### src/hdl/prex_pkg.sv
package prex_pkg;

    localparam int DATA_WIDTH  = 32;
    localparam int FRAC_BITS   = 16;
    localparam int OP_WIDTH    = 2;
    localparam int DVD_WIDTH   = DATA_WIDTH + FRAC_BITS;
    localparam int PROD_WIDTH  = 2 * DATA_WIDTH;
    localparam int DIV_STEPS   = DVD_WIDTH;
    localparam int DIV_CNT_W   = $clog2(DIV_STEPS);
    localparam int S_DATA_W    = ((DATA_WIDTH + OP_WIDTH + 7) / 8) * 8;
    localparam int M_DATA_W    = ((DATA_WIDTH + 7) / 8) * 8;
    localparam int M_USER_W    = 2;

    typedef enum logic [OP_WIDTH-1:0] {
        OP_ADD = 2'd0,
        OP_SUB = 2'd1,
        OP_MUL = 2'd2,
        OP_DIV = 2'd3
    } op_t;

    typedef enum logic [3:0] {
        S_IDLE,
        S_TAKE,
        S_MUL,
        S_MUL_PACK,
        S_DIV_INIT,
        S_DIV_STEP,
        S_DIV_PACK,
        S_FOLD,
        S_EMIT
    } state_t;

    typedef struct packed {
        logic load;
        logic take;
        logic mul;
        logic mul_pack;
        logic div_init;
        logic div_step;
        logic div_pack;
        logic fold;
        logic emit;
    } cmd_t;

    typedef struct packed {
        logic pend_mul;
        logic pend_div;
        logic div_zero;
        logic div_done;
        logic last;
        logic out_free;
    } sts_t;

endpackage

### src/hdl/prex_ctrl.sv
module prex_ctrl (
    input  logic           clk,
    input  logic           rst_n,
    input  logic           s_tvalid,
    output logic           s_tready,
    input  prex_pkg::sts_t sts,
    output prex_pkg::cmd_t cmd
);
    import prex_pkg::*;

    state_t state_reg;
    state_t state_next;

    always_comb
    begin
        state_next = state_reg;
        case (state_reg)
            S_IDLE:
            begin
                if (s_tvalid)
                begin
                    if (sts.pend_mul)
                        state_next = S_MUL;
                    else if (sts.pend_div)
                        state_next = S_DIV_INIT;
                    else
                        state_next = S_TAKE;
                end
            end
            S_TAKE:     state_next = S_FOLD;
            S_MUL:      state_next = S_MUL_PACK;
            S_MUL_PACK: state_next = S_FOLD;
            S_DIV_INIT: state_next = sts.div_zero ? S_FOLD : S_DIV_STEP;
            S_DIV_STEP: state_next = sts.div_done ? S_DIV_PACK : S_DIV_STEP;
            S_DIV_PACK: state_next = S_FOLD;
            S_FOLD:     state_next = sts.last ? S_EMIT : S_IDLE;
            S_EMIT:     state_next = sts.out_free ? S_IDLE : S_EMIT;
            default:    state_next = S_IDLE;
        endcase
    end

    always_comb
    begin
        cmd      = '0;
        s_tready = 1'b0;
        case (state_reg)
            S_IDLE:
            begin
                s_tready = 1'b1;
                cmd.load = s_tvalid;
            end
            S_TAKE:     cmd.take     = 1'b1;
            S_MUL:      cmd.mul      = 1'b1;
            S_MUL_PACK: cmd.mul_pack = 1'b1;
            S_DIV_INIT: cmd.div_init = 1'b1;
            S_DIV_STEP: cmd.div_step = 1'b1;
            S_DIV_PACK: cmd.div_pack = 1'b1;
            S_FOLD:     cmd.fold     = 1'b1;
            S_EMIT:     cmd.emit     = sts.out_free;
            default:    cmd          = '0;
        endcase
    end

    always_ff @(posedge clk or negedge rst_n)
    begin
        if (!rst_n)
            state_reg <= S_IDLE;
        else
            state_reg <= state_next;
    end

endmodule

### src/hdl/prex_dp.sv
module prex_dp (
    input  logic                              clk,
    input  logic                              rst_n,
    input  logic [prex_pkg::DATA_WIDTH-1:0]   operand,
    input  logic [prex_pkg::OP_WIDTH-1:0]     next_op,
    input  logic                              last,
    input  prex_pkg::cmd_t                    cmd,
    output prex_pkg::sts_t                    sts,
    output logic [prex_pkg::DATA_WIDTH-1:0]   value,
    output logic                              div_by_zero,
    output logic                              saturated,
    output logic                              out_valid,
    input  logic                              out_ready
);
    import prex_pkg::*;

    localparam logic [DATA_WIDTH-1:0] MAX_POS = {1'b0, {(DATA_WIDTH-1){1'b1}}};
    localparam logic [DATA_WIDTH-1:0] MAX_NEG = {1'b1, {(DATA_WIDTH-1){1'b0}}};

    // {sat, value}: sign and magnitude to two's complement with clamping
    function automatic logic [DATA_WIDTH:0] sat_pack(input logic neg,
                                                     input logic [DVD_WIDTH-1:0] mag);
        logic [DVD_WIDTH-1:0]  lim;
        logic [DATA_WIDTH-1:0] m;
        logic                  sat;
        lim = neg ? DVD_WIDTH'(MAX_NEG) : DVD_WIDTH'(MAX_POS);
        sat = (mag > lim);
        m   = sat ? lim[DATA_WIDTH-1:0] : mag[DATA_WIDTH-1:0];
        return {sat, (neg ? (DATA_WIDTH'(0) - m) : m)};
    endfunction

    function automatic logic [DATA_WIDTH-1:0] mag_of(input logic [DATA_WIDTH-1:0] v);
        return v[DATA_WIDTH-1] ? (DATA_WIDTH'(0) - v) : v;
    endfunction

    logic [DATA_WIDTH-1:0] x_reg,     x_next;
    op_t                   op_reg,    op_next;
    logic                  last_reg,  last_next;
    logic [DATA_WIDTH-1:0] a_mag_reg, a_mag_next;
    logic [DATA_WIDTH-1:0] b_mag_reg, b_mag_next;
    logic                  a_neg_reg, a_neg_next;
    logic                  q_neg_reg, q_neg_next;
    logic [PROD_WIDTH-1:0] prod_reg,  prod_next;
    logic [DATA_WIDTH:0]   rem_reg,   rem_next;
    logic [DVD_WIDTH-1:0]  dvd_reg,   dvd_next;
    logic [DVD_WIDTH-1:0]  quo_reg,   quo_next;
    logic [DIV_CNT_W-1:0]  cnt_reg,   cnt_next;

    logic [DATA_WIDTH-1:0] sum_reg,   sum_next;
    logic [DATA_WIDTH-1:0] term_reg,  term_next;
    logic                  tneg_reg,  tneg_next;
    op_t                   pend_reg,  pend_next;
    logic                  div0_reg,  div0_next;
    logic                  sat_reg,   sat_next;
    logic [DATA_WIDTH-1:0] out_value_reg, out_value_next;
    logic                  out_div0_reg,  out_div0_next;
    logic                  out_sat_reg,   out_sat_next;
    logic                  out_valid_reg, out_valid_next;

    logic [DATA_WIDTH:0]   r_shift;
    logic [DATA_WIDTH+1:0] r_diff;
    logic                  r_ge;
    logic [DATA_WIDTH:0]   mul_packed;
    logic [DATA_WIDTH:0]   div_packed;
    logic [DATA_WIDTH-1:0] addsub;
    logic                  addsub_ovf;
    logic                  ends_term;

    assign r_shift    = {rem_reg[DATA_WIDTH-1:0], dvd_reg[DVD_WIDTH-1]};
    assign r_diff     = {1'b0, r_shift} - {2'b00, b_mag_reg};
    assign r_ge       = !r_diff[DATA_WIDTH+1];
    assign mul_packed = sat_pack(q_neg_reg, prod_reg[FRAC_BITS +: DVD_WIDTH]);
    assign div_packed = sat_pack(q_neg_reg, quo_reg);
    assign addsub     = tneg_reg ? (sum_reg - term_reg) : (sum_reg + term_reg);
    assign addsub_ovf = tneg_reg
        ? ((sum_reg[DATA_WIDTH-1] != term_reg[DATA_WIDTH-1]) &&
           (addsub[DATA_WIDTH-1] != sum_reg[DATA_WIDTH-1]))
        : ((sum_reg[DATA_WIDTH-1] == term_reg[DATA_WIDTH-1]) &&
           (addsub[DATA_WIDTH-1] != sum_reg[DATA_WIDTH-1]));
    assign ends_term  = last_reg || (op_reg == OP_ADD) || (op_reg == OP_SUB);

    always_comb
    begin
        x_next     = x_reg;
        op_next    = op_reg;
        last_next  = last_reg;
        a_mag_next = a_mag_reg;
        b_mag_next = b_mag_reg;
        a_neg_next = a_neg_reg;
        q_neg_next = q_neg_reg;
        prod_next  = prod_reg;
        rem_next   = rem_reg;
        dvd_next   = dvd_reg;
        quo_next   = quo_reg;
        cnt_next   = cnt_reg;
        sum_next   = sum_reg;
        term_next  = term_reg;
        tneg_next  = tneg_reg;
        pend_next  = pend_reg;
        div0_next  = div0_reg;
        sat_next   = sat_reg;
        out_value_next = out_value_reg;
        out_div0_next  = out_div0_reg;
        out_sat_next   = out_sat_reg;
        out_valid_next = out_valid_reg && !out_ready;

        if (cmd.load)
        begin
            x_next     = operand;
            op_next    = op_t'(next_op);
            last_next  = last;
            a_mag_next = mag_of(term_reg);
            b_mag_next = mag_of(operand);
            a_neg_next = term_reg[DATA_WIDTH-1];
            q_neg_next = term_reg[DATA_WIDTH-1] ^ operand[DATA_WIDTH-1];
        end

        if (cmd.take)
            term_next = x_reg;

        if (cmd.mul)
            prod_next = a_mag_reg * b_mag_reg;

        if (cmd.mul_pack)
        begin
            term_next = mul_packed[DATA_WIDTH-1:0];
            sat_next  = sat_reg | mul_packed[DATA_WIDTH];
        end

        if (cmd.div_init)
        begin
            rem_next = '0;
            dvd_next = {a_mag_reg, {FRAC_BITS{1'b0}}};
            quo_next = '0;
            cnt_next = '0;
            if (b_mag_reg == '0)
            begin
                div0_next = 1'b1;
                if (a_mag_reg == '0)
                    term_next = '0;
                else
                    term_next = a_neg_reg ? MAX_NEG : MAX_POS;
            end
        end

        if (cmd.div_step)
        begin
            rem_next = r_ge ? r_diff[DATA_WIDTH:0] : r_shift;
            dvd_next = {dvd_reg[DVD_WIDTH-2:0], 1'b0};
            quo_next = {quo_reg[DVD_WIDTH-2:0], r_ge};
            cnt_next = cnt_reg + 1'b1;
        end

        if (cmd.div_pack)
        begin
            term_next = div_packed[DATA_WIDTH-1:0];
            sat_next  = sat_reg | div_packed[DATA_WIDTH];
        end

        if (cmd.fold)
        begin
            if (ends_term)
            begin
                sum_next  = addsub_ovf ? (sum_reg[DATA_WIDTH-1] ? MAX_NEG : MAX_POS)
                                       : addsub;
                sat_next  = sat_reg | addsub_ovf;
                tneg_next = (op_reg == OP_SUB);
                pend_next = OP_ADD;
                term_next = '0;
            end
            else
            begin
                pend_next = op_reg;
            end
        end

        if (cmd.emit)
        begin
            out_value_next = sum_reg;
            out_div0_next  = div0_reg;
            out_sat_next   = sat_reg;
            out_valid_next = 1'b1;
            sum_next       = '0;
            term_next      = '0;
            tneg_next      = 1'b0;
            pend_next      = OP_ADD;
            div0_next      = 1'b0;
            sat_next       = 1'b0;
        end
    end

    always_ff @(posedge clk)
    begin
        x_reg         <= x_next;
        op_reg        <= op_next;
        last_reg      <= last_next;
        a_mag_reg     <= a_mag_next;
        b_mag_reg     <= b_mag_next;
        a_neg_reg     <= a_neg_next;
        q_neg_reg     <= q_neg_next;
        prod_reg      <= prod_next;
        rem_reg       <= rem_next;
        dvd_reg       <= dvd_next;
        quo_reg       <= quo_next;
        cnt_reg       <= cnt_next;
        out_value_reg <= out_value_next;
        out_div0_reg  <= out_div0_next;
        out_sat_reg   <= out_sat_next;
    end

    always_ff @(posedge clk or negedge rst_n)
    begin
        if (!rst_n)
        begin
            sum_reg       <= '0;
            term_reg      <= '0;
            tneg_reg      <= 1'b0;
            pend_reg      <= OP_ADD;
            div0_reg      <= 1'b0;
            sat_reg       <= 1'b0;
            out_valid_reg <= 1'b0;
        end
        else
        begin
            sum_reg       <= sum_next;
            term_reg      <= term_next;
            tneg_reg      <= tneg_next;
            pend_reg      <= pend_next;
            div0_reg      <= div0_next;
            sat_reg       <= sat_next;
            out_valid_reg <= out_valid_next;
        end
    end

    assign sts.pend_mul = (pend_reg == OP_MUL);
    assign sts.pend_div = (pend_reg == OP_DIV);
    assign sts.div_zero = (b_mag_reg == '0);
    assign sts.div_done = (cnt_reg == DIV_CNT_W'(DIV_STEPS - 1));
    assign sts.last     = last_reg;
    assign sts.out_free = !out_valid_reg || out_ready;

    assign value       = out_value_reg;
    assign div_by_zero = out_div0_reg;
    assign saturated   = out_sat_reg;
    assign out_valid   = out_valid_reg;

endmodule

### src/hdl/precedence_expression_evaluator_top.sv
// channel   dir  handshake              payload
// s_axis    in   s_tvalid / s_tready    s_tdata: operand, next_op; s_tlast: last
// m_axis    out  m_tvalid / m_tready    m_tdata: value; m_tuser: div_by_zero, saturated
//
// one request at a time: add or subtract goes through S_TAKE and S_FOLD, a pending multiply
// through S_MUL, S_MUL_PACK and S_FOLD, a pending divide through S_DIV_INIT, 48 restoring
// divider steps, S_DIV_PACK and S_FOLD (a zero divisor skips to S_FOLD), then S_EMIT on last
// reset clears the running sum, the pending term, the pending operator and flags
// a finished result waits in the output register while the next request is taken;
// a new result stalls only while that register is still full
module precedence_expression_evaluator_top (
    input  logic                            clk,
    input  logic                            rst_n,
    input  logic                            s_tvalid,
    output logic                            s_tready,
    input  logic [prex_pkg::S_DATA_W-1:0]   s_tdata,   // operand, next_op, zero pad
    input  logic                            s_tlast,
    output logic                            m_tvalid,
    input  logic                            m_tready,
    output logic [prex_pkg::M_DATA_W-1:0]   m_tdata,   // value
    output logic [prex_pkg::M_USER_W-1:0]   m_tuser    // div_by_zero, saturated
);
    import prex_pkg::*;

    cmd_t                  cmd;
    sts_t                  sts;
    logic [DATA_WIDTH-1:0] value;
    logic                  div_by_zero;
    logic                  saturated;

    prex_ctrl u_ctrl (
        .clk      (clk),
        .rst_n    (rst_n),
        .s_tvalid (s_tvalid),
        .s_tready (s_tready),
        .sts      (sts),
        .cmd      (cmd)
    );

    prex_dp u_dp (
        .clk         (clk),
        .rst_n       (rst_n),
        .operand     (s_tdata[DATA_WIDTH-1:0]),
        .next_op     (s_tdata[DATA_WIDTH +: OP_WIDTH]),
        .last        (s_tlast),
        .cmd         (cmd),
        .sts         (sts),
        .value       (value),
        .div_by_zero (div_by_zero),
        .saturated   (saturated),
        .out_valid   (m_tvalid),
        .out_ready   (m_tready)
    );

    assign m_tdata = M_DATA_W'(value);
    assign m_tuser = {saturated, div_by_zero};

endmodule

### config.mk
export PLATFORM = sky130hd
export DESIGN_NAME = precedence_expression_evaluator_top
export DESIGN_NICKNAME = d
export VERILOG_FILES = /design/src/hdl/prex_pkg.sv /design/src/hdl/prex_ctrl.sv /design/src/hdl/prex_dp.sv /design/src/hdl/precedence_expression_evaluator_top.sv
export SDC_FILE = /design/constraint.sdc
export NUM_CORES = 2
export LEC_CHECK = 0
export BUFFER_PORTS_ARGS = -buffer_cell sky130_fd_sc_hd__buf_2
export CORE_AREA = 2 2 283 397
export DETAILED_ROUTE_END_ITERATION = 16
export DIE_AREA = 0 0 285 399
export PLACE_DENSITY = 0.65
export RECOVER_POWER = 50
export SLEW_MARGIN = 20
export SYNTH_ARGS = -nofsm -noshare
export SYNTH_HDL_FRONTEND = slang
export SYNTH_SLANG_ARGS = --single-unit
export TNS_END_PERCENT = 50
### constraint.sdc
create_clock -name clk -period 15 [get_ports clk]
set_input_delay 2.25 -clock clk [delete_from_list [all_inputs] [get_ports clk]]
set_output_delay 2.25 -clock clk [all_outputs]
set_load 0.02 [all_outputs]
==> reports/metrics.yaml <==
antenna_found_initial: 4
synth-main-ff-cell: "edfxtp_1"
synth_fp_nets: 7102
wirelength_microns: 149700
start_kind: "flop"
synth_edf_count: 300
synthAdderAreaFrac: 0.4182
cts_max_level: 2
worst_pin_slew_ns: 6.955
rsz0062_at_grt: "no"
cts.sinks: 374
synth_compound_area_frac: 0.08396
final.period_utilization: 0.6248
mostFrequentLayoutCell: "inv_1"
grt_max_degree: 152
finalHoldViolations: 0
max_cap_viol_count: 9
synth_area_sq_um: 54660
cts_setup_buffers: 0
vias: 40410
ys_warn_count: 0
wl_per_cell_microns: 20.93
crit_arrival_ns: 9.70
via_per_inst: 5.647
root_buffer: "clkbuf_16"
drive_gt1_frac: 0.03706
cts_buffers: 36
crit_required_ns: 15.33
relSlewSlack: -3.637
finClkSkew_ns: 0.05353
path_common_cell: "fa_1"
synth_top_family_by_area: "adder cells"
synthCells: 5768
hold_path.class: "flop to flop"
cp_max_fo: 28
critPathSlowestCell: "edfxtp_1"
ys_ff_latch: 374
multiInputGateArea_sq_um: 39170
synthArstFlopShare: 0.1979
fin_worst_hold_slack_ns: 0.4713
overflow: 0
portBuffers: 74
syn-mean-instance-area_sq_um: 9.477
clk_pin_slew_ns: 0.08
setup_viol: 0
synth_simple_gate_area_frac: 0.1786
die_h_microns: 399
layout_common_cells: "inv_1, fa_1, nand2_1"
grt_pass1_wl_microns: 241600
die_w_microns: 285
first_pass_iters: 5
cts_tree: "built"
fmax_ghz: 0.1067
fin_cells: 7155
ys_seq_area_frac: 0.1987
synthMuxAreaShare: 0.004623
clk_latency_ns: 0.59
placed_cells: 7088
maxSlewViolCount: 529
area_growth_pct: 5.280
grt_pass1_vias: 43190
detail-route-antenna-nets: 0
rows: 144
cts-resized-gates: 0
cts_buffer_depth: 3
drcViolationCount: 0
io-pin-count: 81
outcome: "complete, but fails checks"
grt_util_all_layers: 0.2739
first_iter_violations: 2567
cp-end-kind: "flop"
critPathKind: "flop to flop"
dieArea_sq_um: 113700
fin_crit_ns: 9.372
slowest_delay_ns: 0.80
tns_ns: 0
synth_cell_type_count: 86
routabilityCongestion: 0.9337
synth-xor-area-share: 0.03106
cts_hold_buf: 0
regArea_sq_um: 10860
hpwlAfterDp_microns: 108400
core_sq_um: 109900
fill_cells: 10200
start_util: 0.4974
final_net_count: 7000
violations: "max-capacitance violations, max-slew violations"
layout make-up:
class,count,area share
Clock buffer,41,0.01670
Timing Repair Buffer,162,0.01694
Sequential cell,374,0.1887
Tap cell,1460,0.03174
Multi-Input combinational cell,4168,0.6805
Inverter,924,0.06026
Antenna cell,1,0.00004348
Clock inverter,25,0.005087
synthesized netlist by cell type, drive strengths merged, types with 8 or more instances:
master / instances / share of area
and2: 659 / 0.075
o21bai: 11 / 0.0017
fa: 897 / 0.33
nor3: 71 / 0.0065
edfxtp: 300 / 0.16
o211ai: 16 / 0.0022
o22ai: 12 / 0.0014
nor2: 221 / 0.015
xnor2: 144 / 0.023
nand3: 49 / 0.0045
and3: 28 / 0.0032
nand4: 26 / 0.0030
mux2i: 23 / 0.0042
a2111oi: 9 / 0.0014
a211oi: 30 / 0.0041
a31oi: 28 / 0.0032
clkbuf: 285 / 0.020
nor4: 35 / 0.0046
dfrtp: 74 / 0.034
a21oi: 208 / 0.019
a221oi: 18 / 0.0029
or3: 41 / 0.0048
a21o: 89 / 0.012
o21ai: 182 / 0.017
inv: 923 / 0.063
xor2: 49 / 0.0079
ha: 392 / 0.090
buf: 17 / 0.0019
o31ai: 17 / 0.0023
o21a: 23 / 0.0032
or4: 12 / 0.0018
o41ai: 8 / 0.0013
nor2b: 21 / 0.0024
nand2b: 44 / 0.0050
nand2: 702 / 0.048
worst paths after layout:
path	depth (start not counted)	from	slack, ns	to
setup / recovery	26	u_dp.a_mag_reg[18]	5.63	u_dp.prod_reg[63]
hold / removal	0	u_dp.div0_reg	0.47	u_dp.div_by_zero
setup reg to reg	26	u_dp.a_mag_reg[18]	5.63	u_dp.prod_reg[63]
hold reg to reg	0	u_dp.div0_reg	0.47	u_dp.div_by_zero
max in group asynchronous	1	rst_n	9.33	u_dp.term_reg[19]
min in group asynchronous	1	rst_n	3.19	u_dp.sum_reg[12]
through the flow:
step           instance area (sq um)  setup WS, ns    util
2_1_floorplan                  54660         7.244       -
3_3_place_gp                   56410         5.711  0.5133
3_5_place_dp                   56410         5.624  0.5133
4_1_cts                        57660         5.515  0.5247
5_1_grt                        57550         5.244  0.5236
6_report                       57550         5.628  0.5236
metal layers:
metal	wire (microns)	global-route usage	vias up
met2	76710	0.4937	1278
li1	-	-	18110
met5	0	0	-
met4	6897	0.1127	0
met3	8500	0.03267	354
met1	57640	0.3323	20660
worst max-delay path, delay by kind of cell, from the launching register on:
kind	cells	cell delay, ns
and+or+nand+nor	6	1.09
buffers and inverters	4	0.78
DFF	1	0.80
xor gates and xnor gates	1	0.15
AOI/OAI and AO/OA	6	1.81
adders and majority gates	9	4.43
logic make-up after synthesis:
group | count (synthesis)
AO/OA/AOI/OAI | 724
XOR/XNOR | 193
adder cells (fa/ha/maj) | 1289
buffers and inverters | 1226
flip-flops | 374
multiplexers | 25
AND/OR/NAND/NOR | 1937
Power is left out: the tool's default activity adds up to more than one toggle a clock period on the data nets, which glitch-free logic cannot reach.
